## config.mk

```make
export PLATFORM = sky130hd
export DESIGN_NAME = h264_rtp_fu_a_packetizer
export DESIGN_NICKNAME = d
export VERILOG_FILES = /design/src/fua_pkg.sv /design/src/h264_rtp_fu_a_packetizer.sv /design/src/fua_parser.sv /design/src/fua_emitter.sv
export SDC_FILE = /design/constraint.sdc
export NUM_CORES = 1
export LEC_CHECK = 0
export ABC_AREA = 1
export BUFFER_PORTS_ARGS = -buffer_cell sky130_fd_sc_hd__buf_4
export CORE_MARGIN = 4
export CORE_UTILIZATION = 52
export CTS_CLUSTER_SIZE = 20
export DETAILED_ROUTE_END_ITERATION = 10
export PLACE_DENSITY = 0.8
export RECOVER_POWER = 25
export SYNTH_ARGS = -nofsm -noshare
export SYNTH_HDL_FRONTEND = slang
export SYNTH_SLANG_ARGS = --single-unit
export TNS_END_PERCENT = 10
```

## constraint.sdc

```tcl
create_clock -name aclk -period 6.37 [get_ports aclk]
set_input_delay 1.274 -clock aclk [delete_from_list [all_inputs] [get_ports aclk]]
set_output_delay 1.274 -clock aclk [all_outputs]
set_load 0.005 [all_outputs]
```

## src/fua_pkg.sv

```systemverilog
// Package for the H.264 RTP FU-A packetizer: parse phases, emit descriptor,
// beat positions and fixed protocol constants. No dependencies.
package fua_pkg;

    // Parse phase of the current NAL buffer
    typedef enum logic [4:0] {
        PH_IDLE     = 5'b00001,
        PH_CODE     = 5'b00010,
        PH_SINGLE   = 5'b00100,
        PH_FU_FIRST = 5'b01000,
        PH_FU_REST  = 5'b10000
    } phase_t;

    // Configuration register indexes
    localparam logic [1:0] CFG_PAYLOAD_TYPE = 2'd0;
    localparam logic [1:0] CFG_SOURCE_ID    = 2'd1;
    localparam logic [1:0] CFG_MAX_PAYLOAD  = 2'd2;

    // Reset values of registers and state
    localparam logic [6:0]  PAYLOAD_TYPE_RST = 7'd96;
    localparam logic [31:0] SOURCE_ID_RST    = 32'd1231;
    localparam logic [10:0] MAX_PAYLOAD_RST  = 11'd1400;
    localparam logic [15:0] SEQUENCE_RST     = 16'd1224;

    // Largest accepted buffer, in bytes
    localparam logic [23:0] MAX_BUFFER_BYTES = 24'd65535;

    localparam logic [7:0] RTP_VERSION_BYTE = 8'h80;
    localparam logic [4:0] FU_A_TYPE        = 5'd28;

    // Beat positions within one emitted burst
    localparam logic [3:0] POS_HDR_FIRST = 4'd0;
    localparam logic [3:0] POS_HDR_LAST  = 4'd11;
    localparam logic [3:0] POS_FU_IND    = 4'd12;
    localparam logic [3:0] POS_FU_HDR    = 4'd13;
    localparam logic [3:0] POS_DATA      = 4'd14;

    // m_tuser bit positions
    localparam int USER_START = 0;
    localparam int USER_END   = 1;
    localparam int USER_ERR   = 2;

    // Everything one input byte causes on the output side
    typedef struct packed {
        logic        has_hdr;
        logic        marker;
        logic [15:0] seq;
        logic [31:0] ts;
        logic        has_fu;
        logic [7:0]  fu_ind;
        logic [7:0]  fu_hdr;
        logic [7:0]  data;
        logic        data_end;
        logic        err;
    } desc_t;

endpackage

```

## src/h264_rtp_fu_a_packetizer.sv

```systemverilog
// Top level of the H.264 RTP packetizer (single NAL unit or FU-A fragments).
// Instantiates fua_parser and fua_emitter; depends on fua_pkg.
//
// Usage:
//   s_ channel: one beat per byte of a NAL buffer, start code included.
//     s_tuser marks the first byte of a buffer; buffer size and timestamp
//     increment ride in s_tdata and are read only on that first byte.
//   m_ channel: RTP packet bytes, one per beat. m_tuser flags packet start,
//     packet end and a dropped buffer (error beat, data zero). m_tlast closes
//     the run of beats caused by one input byte.
//   cfg port: write-only registers (payload type, SSRC, max payload), written
//     on any edge with cfg_wr_en high; change them only while idle.
// Output: a byte's first beat is registered and appears in the cycle after it is taken.
// Throughput: a payload byte in the middle of a packet is a single beat, so the
//   stream runs at one byte per cycle while m_tready stays high. A byte that opens
//   a packet costs 13 beats (single NAL) or 15 beats (FU-A fragment), set by the
//   single burst register that walks the header; s_tready stays low until its last beat.
// Receiver stall: the burst register holds its beat; s_tready drops unless the
//   held beat is the last of its run and is taken in that cycle.
// Reset: synchronous, active low; registers return to their defaults,
//   sequence number to 1224, timestamp to zero, parser to idle.
module h264_rtp_fu_a_packetizer import fua_pkg::*; (
    input  logic        aclk,
    input  logic        aresetn,
    // Configuration write port
    input  logic        cfg_wr_en,
    input  logic [1:0]  cfg_index,
    input  logic [31:0] cfg_wdata,
    // Input byte stream
    input  logic        s_tvalid,
    output logic        s_tready,
    input  logic [55:0] s_tdata,   // data_byte[7:0], buffer_size[23:8], time_increase[55:24]
    input  logic        s_tuser,   // first_byte
    // RTP byte stream
    output logic        m_tvalid,
    input  logic        m_tready,
    output logic [7:0]  m_tdata,   // out_byte
    output logic [2:0]  m_tuser,   // packet_start[0], packet_end[1], error[2]
    output logic        m_tlast    // run_last
);

    logic [6:0]  payload_type_reg;
    logic [31:0] source_id_reg;
    logic [10:0] max_payload_reg;

    logic        accept;
    logic        can_load;
    logic        desc_valid;
    desc_t       desc;

    // Configuration registers; out-of-list indexes are ignored
    always_ff @(posedge aclk) begin
        if (!aresetn) begin
            payload_type_reg <= PAYLOAD_TYPE_RST;
            source_id_reg    <= SOURCE_ID_RST;
            max_payload_reg  <= MAX_PAYLOAD_RST;
        end else if (cfg_wr_en) begin
            case (cfg_index)
                CFG_PAYLOAD_TYPE: payload_type_reg <= cfg_wdata[6:0];
                CFG_SOURCE_ID:    source_id_reg    <= cfg_wdata;
                CFG_MAX_PAYLOAD:  max_payload_reg  <= cfg_wdata[10:0];
                default: ;
            endcase
        end
    end

    // Take a byte whenever the burst register is free or frees this cycle
    assign s_tready = can_load;
    assign accept   = s_tvalid && can_load;

    fua_parser u_parser (
        .aclk          (aclk),
        .aresetn       (aresetn),
        .accept        (accept),
        .data_byte     (s_tdata[7:0]),
        .first_byte    (s_tuser),
        .buffer_size   (s_tdata[23:8]),
        .time_increase (s_tdata[55:24]),
        .max_payload   (max_payload_reg),
        .desc_valid    (desc_valid),
        .desc          (desc)
    );

    // Load only bytes that cause output; silent bytes just advance the parser
    fua_emitter u_emitter (
        .aclk         (aclk),
        .aresetn      (aresetn),
        .load         (accept && desc_valid),
        .load_desc    (desc),
        .payload_type (payload_type_reg),
        .source_id    (source_id_reg),
        .can_load     (can_load),
        .m_tvalid     (m_tvalid),
        .m_tready     (m_tready),
        .m_tdata      (m_tdata),
        .m_tuser      (m_tuser),
        .m_tlast      (m_tlast)
    );

    a_no_take_mid_run: assert property (@(posedge aclk) disable iff (!aresetn)
        (m_tvalid && !(m_tready && m_tlast)) |-> !s_tready)
        else $error("input taken while a run is still pending");

endmodule

```

## src/fua_parser.sv

```systemverilog
// Start-code parser and packet state for the FU-A packetizer: turns each
// accepted byte into a burst descriptor. Depends on fua_pkg.
module fua_parser import fua_pkg::*; (
    input  logic        aclk,
    input  logic        aresetn,
    input  logic        accept,
    input  logic [7:0]  data_byte,
    input  logic        first_byte,
    input  logic [15:0] buffer_size,
    input  logic [31:0] time_increase,
    input  logic [10:0] max_payload,
    output logic        desc_valid,
    output desc_t       desc
);

    phase_t      phase_reg, phase_next;
    logic [2:0]  bp_reg, bp_next;
    logic [15:0] pl_reg, pl_next;
    logic [10:0] fc_reg, fc_next;
    logic [7:0]  nh_reg, nh_next;
    logic [31:0] pend_reg, pend_next;
    logic [15:0] seq_reg, seq_next;
    logic [31:0] ts_reg, ts_next;

    logic [10:0] frag;
    logic [15:0] pos1;
    logic [15:0] len;
    logic        skip, bad, hdr, last_frag, s_bit, end_beat;

    assign frag = (max_payload == 11'd0) ? 11'd1 : max_payload;

    always_comb begin
        phase_next = phase_reg;
        bp_next    = bp_reg;
        pl_next    = pl_reg;
        fc_next    = fc_reg;
        nh_next    = nh_reg;
        pend_next  = pend_reg;
        seq_next   = seq_reg;
        ts_next    = ts_reg;
        desc       = '0;
        desc_valid = 1'b0;
        skip       = 1'b0;
        bad        = 1'b0;
        hdr        = 1'b0;
        len        = '0;
        last_frag  = 1'b0;
        s_bit      = 1'b0;
        end_beat   = 1'b0;

        if (first_byte) begin
            bp_next    = '0;
            pl_next    = buffer_size;
            pend_next  = time_increase;
            fc_next    = '0;
            nh_next    = '0;
            phase_next = PH_CODE;
            if (({8'd0, buffer_size} > MAX_BUFFER_BYTES) || (buffer_size == 16'd0)) begin
                // drop oversize or empty buffer with one error beat
                desc.err   = 1'b1;
                desc_valid = 1'b1;
                phase_next = PH_IDLE;
                pl_next    = '0;
                skip       = 1'b1;
            end
        end

        // offset of the byte after this one within the start code
        pos1 = {13'd0, bp_next} + 16'd1;

        if (!skip) begin
            case (phase_next)
                PH_CODE: begin
                    if (bp_next < 3'd2) begin
                        bad = (data_byte != 8'd0);
                    end else if (bp_next == 3'd2) begin
                        bad     = (data_byte != 8'd0) && (data_byte != 8'd1);
                        nh_next = data_byte;
                    end else if (bp_next == 3'd3) begin
                        if (nh_next == 8'd1) hdr = 1'b1;
                        else bad = (data_byte != 8'd1);
                    end else begin
                        hdr = 1'b1;
                    end

                    if (bad) begin
                        desc.err   = 1'b1;
                        desc_valid = 1'b1;
                        phase_next = PH_IDLE;
                    end else if (hdr) begin
                        len       = pl_next - pos1;
                        nh_next   = data_byte;
                        ts_next   = ts_next + pend_next;
                        pl_next   = len;
                        if (len <= {5'd0, frag}) begin
                            // whole NAL fits: one packet, header byte goes out now
                            seq_next      = seq_next + 16'd1;
                            desc.has_hdr  = 1'b1;
                            desc.marker   = 1'b1;
                            desc.seq      = seq_next;
                            desc.ts       = ts_next;
                            desc.data     = data_byte;
                            desc.data_end = (len == 16'd0);
                            desc_valid    = 1'b1;
                            phase_next    = (len == 16'd0) ? PH_IDLE : PH_SINGLE;
                        end else begin
                            fc_next    = '0;
                            phase_next = PH_FU_FIRST;
                        end
                    end else if (pos1 >= pl_next) begin
                        desc.err   = 1'b1;
                        desc_valid = 1'b1;
                        phase_next = PH_IDLE;
                    end else begin
                        bp_next = pos1[2:0];
                    end
                end
                PH_SINGLE: begin
                    pl_next       = pl_next - 16'd1;
                    desc.data     = data_byte;
                    desc.data_end = (pl_next == 16'd0);
                    desc_valid    = 1'b1;
                    if (pl_next == 16'd0) phase_next = PH_IDLE;
                end
                PH_FU_FIRST, PH_FU_REST: begin
                    if (fc_next == 11'd0) begin
                        // open a fragment: RTP header plus FU indicator and FU header
                        last_frag    = (pl_next <= {5'd0, frag});
                        s_bit        = (phase_next == PH_FU_FIRST);
                        seq_next     = seq_next + 16'd1;
                        desc.has_hdr = 1'b1;
                        desc.has_fu  = 1'b1;
                        desc.marker  = last_frag;
                        desc.seq     = seq_next;
                        desc.ts      = ts_next;
                        desc.fu_ind  = {nh_next[7:5], FU_A_TYPE};
                        desc.fu_hdr  = {s_bit, last_frag, 1'b0, nh_next[4:0]};
                        phase_next   = PH_FU_REST;
                    end
                    fc_next       = fc_next + 11'd1;
                    pl_next       = pl_next - 16'd1;
                    end_beat      = (pl_next == 16'd0) || (fc_next >= frag);
                    desc.data     = data_byte;
                    desc.data_end = end_beat;
                    desc_valid    = 1'b1;
                    if (end_beat) fc_next = '0;
                    if (pl_next == 16'd0) phase_next = PH_IDLE;
                end
                default: ;
            endcase
        end
    end

    always_ff @(posedge aclk) begin
        if (!aresetn) begin
            phase_reg <= PH_IDLE;
            bp_reg    <= '0;
            pl_reg    <= '0;
            fc_reg    <= '0;
            nh_reg    <= '0;
            pend_reg  <= '0;
            seq_reg   <= SEQUENCE_RST;
            ts_reg    <= '0;
        end else if (accept) begin
            phase_reg <= phase_next;
            bp_reg    <= bp_next;
            pl_reg    <= pl_next;
            fc_reg    <= fc_next;
            nh_reg    <= nh_next;
            pend_reg  <= pend_next;
            seq_reg   <= seq_next;
            ts_reg    <= ts_next;
        end
    end

    // start code is at most four bytes, header byte comes by offset four
    a_code_pos: assert property (@(posedge aclk) disable iff (!aresetn)
        (phase_reg == PH_CODE) |-> (bp_reg <= 3'd4))
        else $error("start code position ran past header byte");

endmodule

```

## src/fua_emitter.sv

```systemverilog
// Burst register and byte sequencer for the FU-A packetizer: holds one
// descriptor and walks its header, FU and data beats. Depends on fua_pkg.
module fua_emitter import fua_pkg::*; (
    input  logic        aclk,
    input  logic        aresetn,
    input  logic        load,
    input  desc_t       load_desc,
    input  logic [6:0]  payload_type,
    input  logic [31:0] source_id,
    output logic        can_load,
    output logic        m_tvalid,
    input  logic        m_tready,
    output logic [7:0]  m_tdata,
    output logic [2:0]  m_tuser,
    output logic        m_tlast
);

    logic        valid_reg, valid_next;
    logic [3:0]  pos_reg, pos_next;
    desc_t       desc_reg, desc_next;
    logic        at_last;

    assign at_last  = (pos_reg == POS_DATA);
    assign can_load = !valid_reg || (m_tready && at_last);

    always_comb begin
        valid_next = valid_reg;
        pos_next   = pos_reg;
        desc_next  = desc_reg;
        if (load) begin
            valid_next = 1'b1;
            desc_next  = load_desc;
            pos_next   = load_desc.has_hdr ? POS_HDR_FIRST : POS_DATA;
        end else if (valid_reg && m_tready) begin
            if (at_last) begin
                valid_next = 1'b0;
            end else if (pos_reg == POS_HDR_LAST) begin
                pos_next = desc_reg.has_fu ? POS_FU_IND : POS_DATA;
            end else begin
                pos_next = pos_reg + 4'd1;
            end
        end
    end

    always_ff @(posedge aclk) begin
        if (!aresetn) begin
            valid_reg <= 1'b0;
            pos_reg   <= POS_DATA;
        end else begin
            valid_reg <= valid_next;
            pos_reg   <= pos_next;
        end
        desc_reg <= desc_next;
    end

    always_comb begin
        case (pos_reg)
            4'd0:    m_tdata = RTP_VERSION_BYTE;
            4'd1:    m_tdata = {desc_reg.marker, payload_type};
            4'd2:    m_tdata = desc_reg.seq[15:8];
            4'd3:    m_tdata = desc_reg.seq[7:0];
            4'd4:    m_tdata = desc_reg.ts[31:24];
            4'd5:    m_tdata = desc_reg.ts[23:16];
            4'd6:    m_tdata = desc_reg.ts[15:8];
            4'd7:    m_tdata = desc_reg.ts[7:0];
            4'd8:    m_tdata = source_id[31:24];
            4'd9:    m_tdata = source_id[23:16];
            4'd10:   m_tdata = source_id[15:8];
            4'd11:   m_tdata = source_id[7:0];
            4'd12:   m_tdata = desc_reg.fu_ind;
            4'd13:   m_tdata = desc_reg.fu_hdr;
            4'd14:   m_tdata = desc_reg.data;
            default: m_tdata = 8'd0;
        endcase
    end

    assign m_tvalid             = valid_reg;
    assign m_tlast              = at_last;
    assign m_tuser[USER_START]  = (pos_reg == POS_HDR_FIRST);
    assign m_tuser[USER_END]    = at_last && desc_reg.data_end;
    assign m_tuser[USER_ERR]    = at_last && desc_reg.err;

    a_pos_range: assert property (@(posedge aclk) disable iff (!aresetn)
        valid_reg |-> (pos_reg <= POS_DATA))
        else $error("beat position out of range");

    a_err_alone: assert property (@(posedge aclk) disable iff (!aresetn)
        (valid_reg && desc_reg.err) |-> (at_last && !desc_reg.has_hdr))
        else $error("error beat mixed with packet beats");

    a_fu_has_hdr: assert property (@(posedge aclk) disable iff (!aresetn)
        (valid_reg && (pos_reg == POS_FU_IND)) |-> desc_reg.has_fu)
        else $error("FU indicator beat without FU burst");

    a_walk: assert property (@(posedge aclk) disable iff (!aresetn)
        (valid_reg && m_tready && !at_last && !load) |=> valid_reg)
        else $error("burst dropped before its last beat");

endmodule

```

Word level (Yosys, flattened, before mapping)
Cells that the tools add are included.

Bits in registers: 254. Input bits: 96. Output and inout port bits: 14. Word-level logic and storage cells: 190.

Add/subtract/negate cells: 7. Order comparisons: 5. Equality and inequality tests: 29. Multiplexer cells: 89. Bitwise operators: 4. Reductions and logical operators: 32.

Operators by type and width (number): 50-bit 2-to-1 mux (3); 16-bit 2-to-1 mux (9); 8-bit case mux with 15 select lines (1); 50-bit case mux with 2 select lines (1); 11-bit 2-to-1 mux (7); 77-bit 2-to-1 mux (1); 67-bit 2-to-1 mux (1); 16-bit case mux with 2 select lines (2); 8-bit 2-to-1 mux (7); 16-bit zero test (3); 5-bit 2-to-1 mux (9); 32-bit adder (1); 16-bit by 11-bit less-or-equal comparator with 1-bit output (2); 32-bit 2-to-1 mux (1); 4-bit equality test (second input constant) (7); 9-bit 2-to-1 mux (3); 9-bit case mux with 3 select lines (1); 1-bit 2-to-1 mux (25); 11-bit zero test (2); 11-bit case mux with 2 select lines (1); 3-bit 2-to-1 mux (7); 4-bit 2-to-1 mux (5); 17-bit 2-to-1 mux (1); 16-bit by 1-bit adder with 16-bit output (second input constant) (1); other kinds (38) (65).

Logic depth before layout (Yosys ltp)
Depth in word-level cells: 15. Depth in mapped cells: 37.

By module
Synthesis repeated with hierarchy kept, for this count alone.

Cell total of the unflattened synthesis: 2405. Area total of the unflattened synthesis: 16503.3 um^2.

By module, submodules not included: fua_parser (times used 1, cells each 1724, area an instance 10595.2 um^2); fua_emitter (times used 1, cells each 382, area an instance 3870.0 um^2); h264_rtp_fu_a_packetizer (times used 1, cells each 299, area an instance 2038.2 um^2).

Worst setup path before layout
Ideal clock, no wire load.

Kind: input to register. From: input port s_tuser. To: register u_emitter.desc_reg[0] (netlist name), enable pin. Arrival: 5.957 ns. Required time: 5.945 ns. Slack: -0.012 ns. Cell stages on the path: 30. Buffers on the path: 2. Path through: inv_2 buf_6 buf_2 nand2_1 ha_1 inv_1 nand2_1 nand2_1 ha_1 inv_1 nand2_1 nand3_1 nand2_1 nor2_1 nand2_1 xor2_1 inv_1 ha_1 nand2_1 nor4_1 nand4_1 nand2_1 nand2_1 inv_1 nand3_2 nand2_1 nand2_1 nand2_1 nand2_2 inv_1.

Longest elaborated chain between the ends: 13. Elaborated cells between the ends (all ways): 37. Those cells by class: add/sub: 2; order compare: 3; eq/ne: 7; mux: 23; reduce/logical: 2.

Ends and longest elaborated chain: from (decl) (RTL line h264_rtp_fu_a_packetizer.sv:33) `input logic s_tuser,`; branches (longest 11 deep; another with 16-bit subtractor); 1-bit 2-to-1 mux (*) (RTL line fua_parser.sv:71) `if (!skip) begin`; 1-bit logical AND (*) (RTL line h264_rtp_fu_a_packetizer.sv:88) `.load (accept && desc_valid),`; via u_emitter.load (RTL line fua_emitter.sv:6) `input logic load,`; to (signal assigned) (RTL line fua_emitter.sv:53) `desc_reg <= desc_next;`; to (decl) (RTL line fua_emitter.sv:20) `desc_t desc_reg, desc_next;`.

Mark *: on every way through the listed nets, which the timed path passes. The select of a mux whose other input is x is not followed. A chain may end at the register's enable or synchronous reset.

Worst setup path in the final report
From: input port s_tuser. To: register u_emitter.desc_reg[33] (netlist name), enable pin.

The elaborated chain is that of the path after synthesis.

==> summary.txt <==
Most used DFF post-synth = dfxtp_1
Core Area = 29000 µm²
FMAX = 0.185 GHz
RSZ-0062 raised after global routing = false
Synth area leader = dfxtp_1
Failing checks = capacitance limit, slew limit
Synth top area share = 23.1%
Initial antenna violation count = 1
CTS Sinks = 248
Crit path capture type = flip-flop
Int Power = 2790 µW
DIE AREA = 32500 µm²
Design area = 17400 µm²
CP max-delay cell = clkinvlp_4
Row count = 62
Dpl cell area = 16500 µm²
Post-synthesis cell count = 2172
Psw = 1130 µW
Pwr dens = 226 nW/µm²
Synth Area per Inst = 7.11 µm²
Top cells by count, synth = nand2_1 (510), inv_1 (235), nor2_1 (218), o21ai_0 (203), dfxtp_1 (178)
Top post-synthesis cells by area = dfxtp_1 (23%), edfxtp_1 (14%), nand2_1 (12%)
Fillcell total = 2622
Cts hold-fix bufs = 0
CTS Root Cell = clkbuf_16
H-Tree Depth = 1
Synthesis warning total = 0
Post-route ant nets = 0
Peak supply drop = 0.187 mV
Insertion delay to the later sink of the worst-skew pair = 0.53 ns
Req. time, crit path = 6.60 ns
Largest net degree at the start of global routing = 78
Buffers on Ports = 109
Clk slew on worst S/H paths = 0.06 ns
Die Ht = 180 µm
DR WL/cell = 17.3 µm
Worst Setup Start Kind = input pin
Post-Syn Area = 15400 µm²
Initial core utilization = 53.2%
Post-route clock period utilization = 84.9%
Final WL = 45700 µm
TritonCTS clock tree = yes
Vias in the first global route = 13735
Rel. slew slack = -87.2%
CP Max Fanout = 33
Post-synth EDFFs = 70
Endpoints failing hold = 0
Logic pwr share = 17.4%
First-pass GRT wire length = 72100 µm
Async set or reset register ratio after synthesis = 0%
Crit Path Category = in -> reg
Routed vias/inst = 5.79
Share of power burned in registers = 44.1%
DP HPWL = 34500 µm
Worst Skew = 0.0104 ns
Largest register FFs = 70
Die width = 180 µm
Most common cell in the synthesized netlist = nand2_1
GP Congestion = 1.05
Largest stage delay on the critical path = 0.37 ns
Run status = finished, violations left
CTS Buf Count = 27
Yosys reg bits = 248
Maximum Capacitance Violations = 4
Total number of vias = 15338
Min-Delay Path Class = reg -> reg
Distinct cells, synth = 56
Synthesized net count = 2347
Gr ovfl total = 0
1st-pass router iterations = 8
Seq/Total Area, Yosys = 36.7%
NumNets Final = 2420
Clock Path Buffers = 3
Final setup fails = 0
TNS Setup = 0 ns
Total GRT Usage = 26.6%
Most used cell, CP = nand2_1
Initial DRC count = 1727
Layout cells sized above 1 = 10.6%
Internal reg-to-reg setup slack = 1.25 ns
Sw Ratio = 28.8%
CP arrival = 5.63 ns
I/O pin count = 110
Worst Tran Pin Value = 2.81 ns
Slew Limit Fails = 227
DRC Markers = 0
Post-cts sizing count = 0
# Post-CTS Setup Buffers = 0
Leakage = 0.00771 µW
Layout area overhead = 12.4%
Clk network pwr share = 38.5%
Final min period = 5.41 ns
## worst max-delay path: cells and delay by family
kind,cells,cell delay (ns)
xor gates and xnor gates,1,0.17
and+or+nand+nor,18,2.11
buffers and inverters,8,1.25
adders and majority gates,3,0.80
## power by group through the flow
stage | Clock (µW) | Combinational (µW) | Sequential (µW)
2_1_floorplan | 0 | 435 | 1750
3_3_place_gp | 0 | 648 | 1760
3_5_place_dp | 0 | 662 | 1760
4_1_cts | 1530 | 665 | 1730
5_1_grt | 1600 | 748 | 1730
6_report | 1510 | 681 | 1730
## cell type report
| type | count | area [µm²] | area share (%) |
|---|---|---|---|
| clock inverters | 17 | 145 | 0.836 |
| multi-input cells | 1592 | 8460 | 48.7 |
| clock buffers | 33 | 708 | 4.08 |
| flip-flops and latches | 248 | 5670 | 32.6 |
| diodes | 1 | 2.50 | 0.0144 |
| inverters | 249 | 938 | 5.40 |
| well taps | 384 | 480 | 2.77 |
| repair buffers | 127 | 967 | 5.57 |
## layout by cell type (no fill, tap or decap), types with 4 or more instances in the layout
cell and n:
a211oi_1 15, a21boi_0 5, a21oi_1 177, a21oi_2 9, a221oi_1 16, a22o_1 10
a22oi_1 5, a31oi_1 4, buf_4 120, clkbuf_1 8, clkbuf_16 27, clkinv_1 7
clkinv_2 4, dfxtp_1 178, edfxtp_1 70, ha_1 78, inv_1 233, inv_2 14
nand2_1 510, nand2_2 22, nand3_1 74, nand4_1 36, nor2_1 218, nor2_2 15
nor3_1 27, nor4_1 11, o211ai_1 19, o21ai_0 203, o21ai_1 18, o21bai_1 6
o221ai_1 12, or2_2 4, xnor2_1 18, xor2_1 47
## kinds of logic after synthesis
family	count (synthesis)	synth area share [%]
AND/OR/NAND/NOR	937	25.7
AO/OA/AOI/OAI	511	18.8
buffers and inverters	332	8.61
flip-flops	248	36.7
adder cells (fa/ha/maj)	79	6.45
XOR/XNOR	65	3.69
## stage by stage
| stage | setup slack (ns) | power [µW] | instances | hold slack [ns] | util [%] |
|---|---|---|---|---|---|
| 3_5_place_dp | 0.477 | 2420 | 2600 | 0.439 | 57.0 |
| 2_1_floorplan | 0.571 | 2190 | 2172 | 0.424 | - |
| 4_1_cts | 1.03 | 3920 | 2650 | 0.449 | 59.9 |
| 6_report | 0.962 | 3920 | 2651 | 0.447 | 59.8 |
| 3_3_place_gp | 0.589 | 2410 | 2600 | 0.433 | 57.0 |
| 5_1_grt | 0.567 | 4080 | 2650 | 0.462 | 59.8 |
## per-layer routing
layer / share of wire (%) / global-route usage (%) / vias up
met4: 2.7 / 7.02 / 0
li1: - / - / 7420
met5: 0 / 0 / -
met3: 11 / 5.25 / 102
met2: 42 / 39.4 / 800
met1: 45 / 39.7 / 7016
## worst paths after layout
kind,startpoint,end,cells after the start
max reg2reg,u_emitter.pos_reg[0],u_parser.pend_reg[27],10
min,u_parser.pend_reg[23],u_parser.pend_reg[23],2
min reg2reg,u_parser.pend_reg[23],u_parser.pend_reg[23],2
max,s_tuser,u_emitter.desc_reg[33],30
No activity file was read; power rests on OpenSTA's default activity.
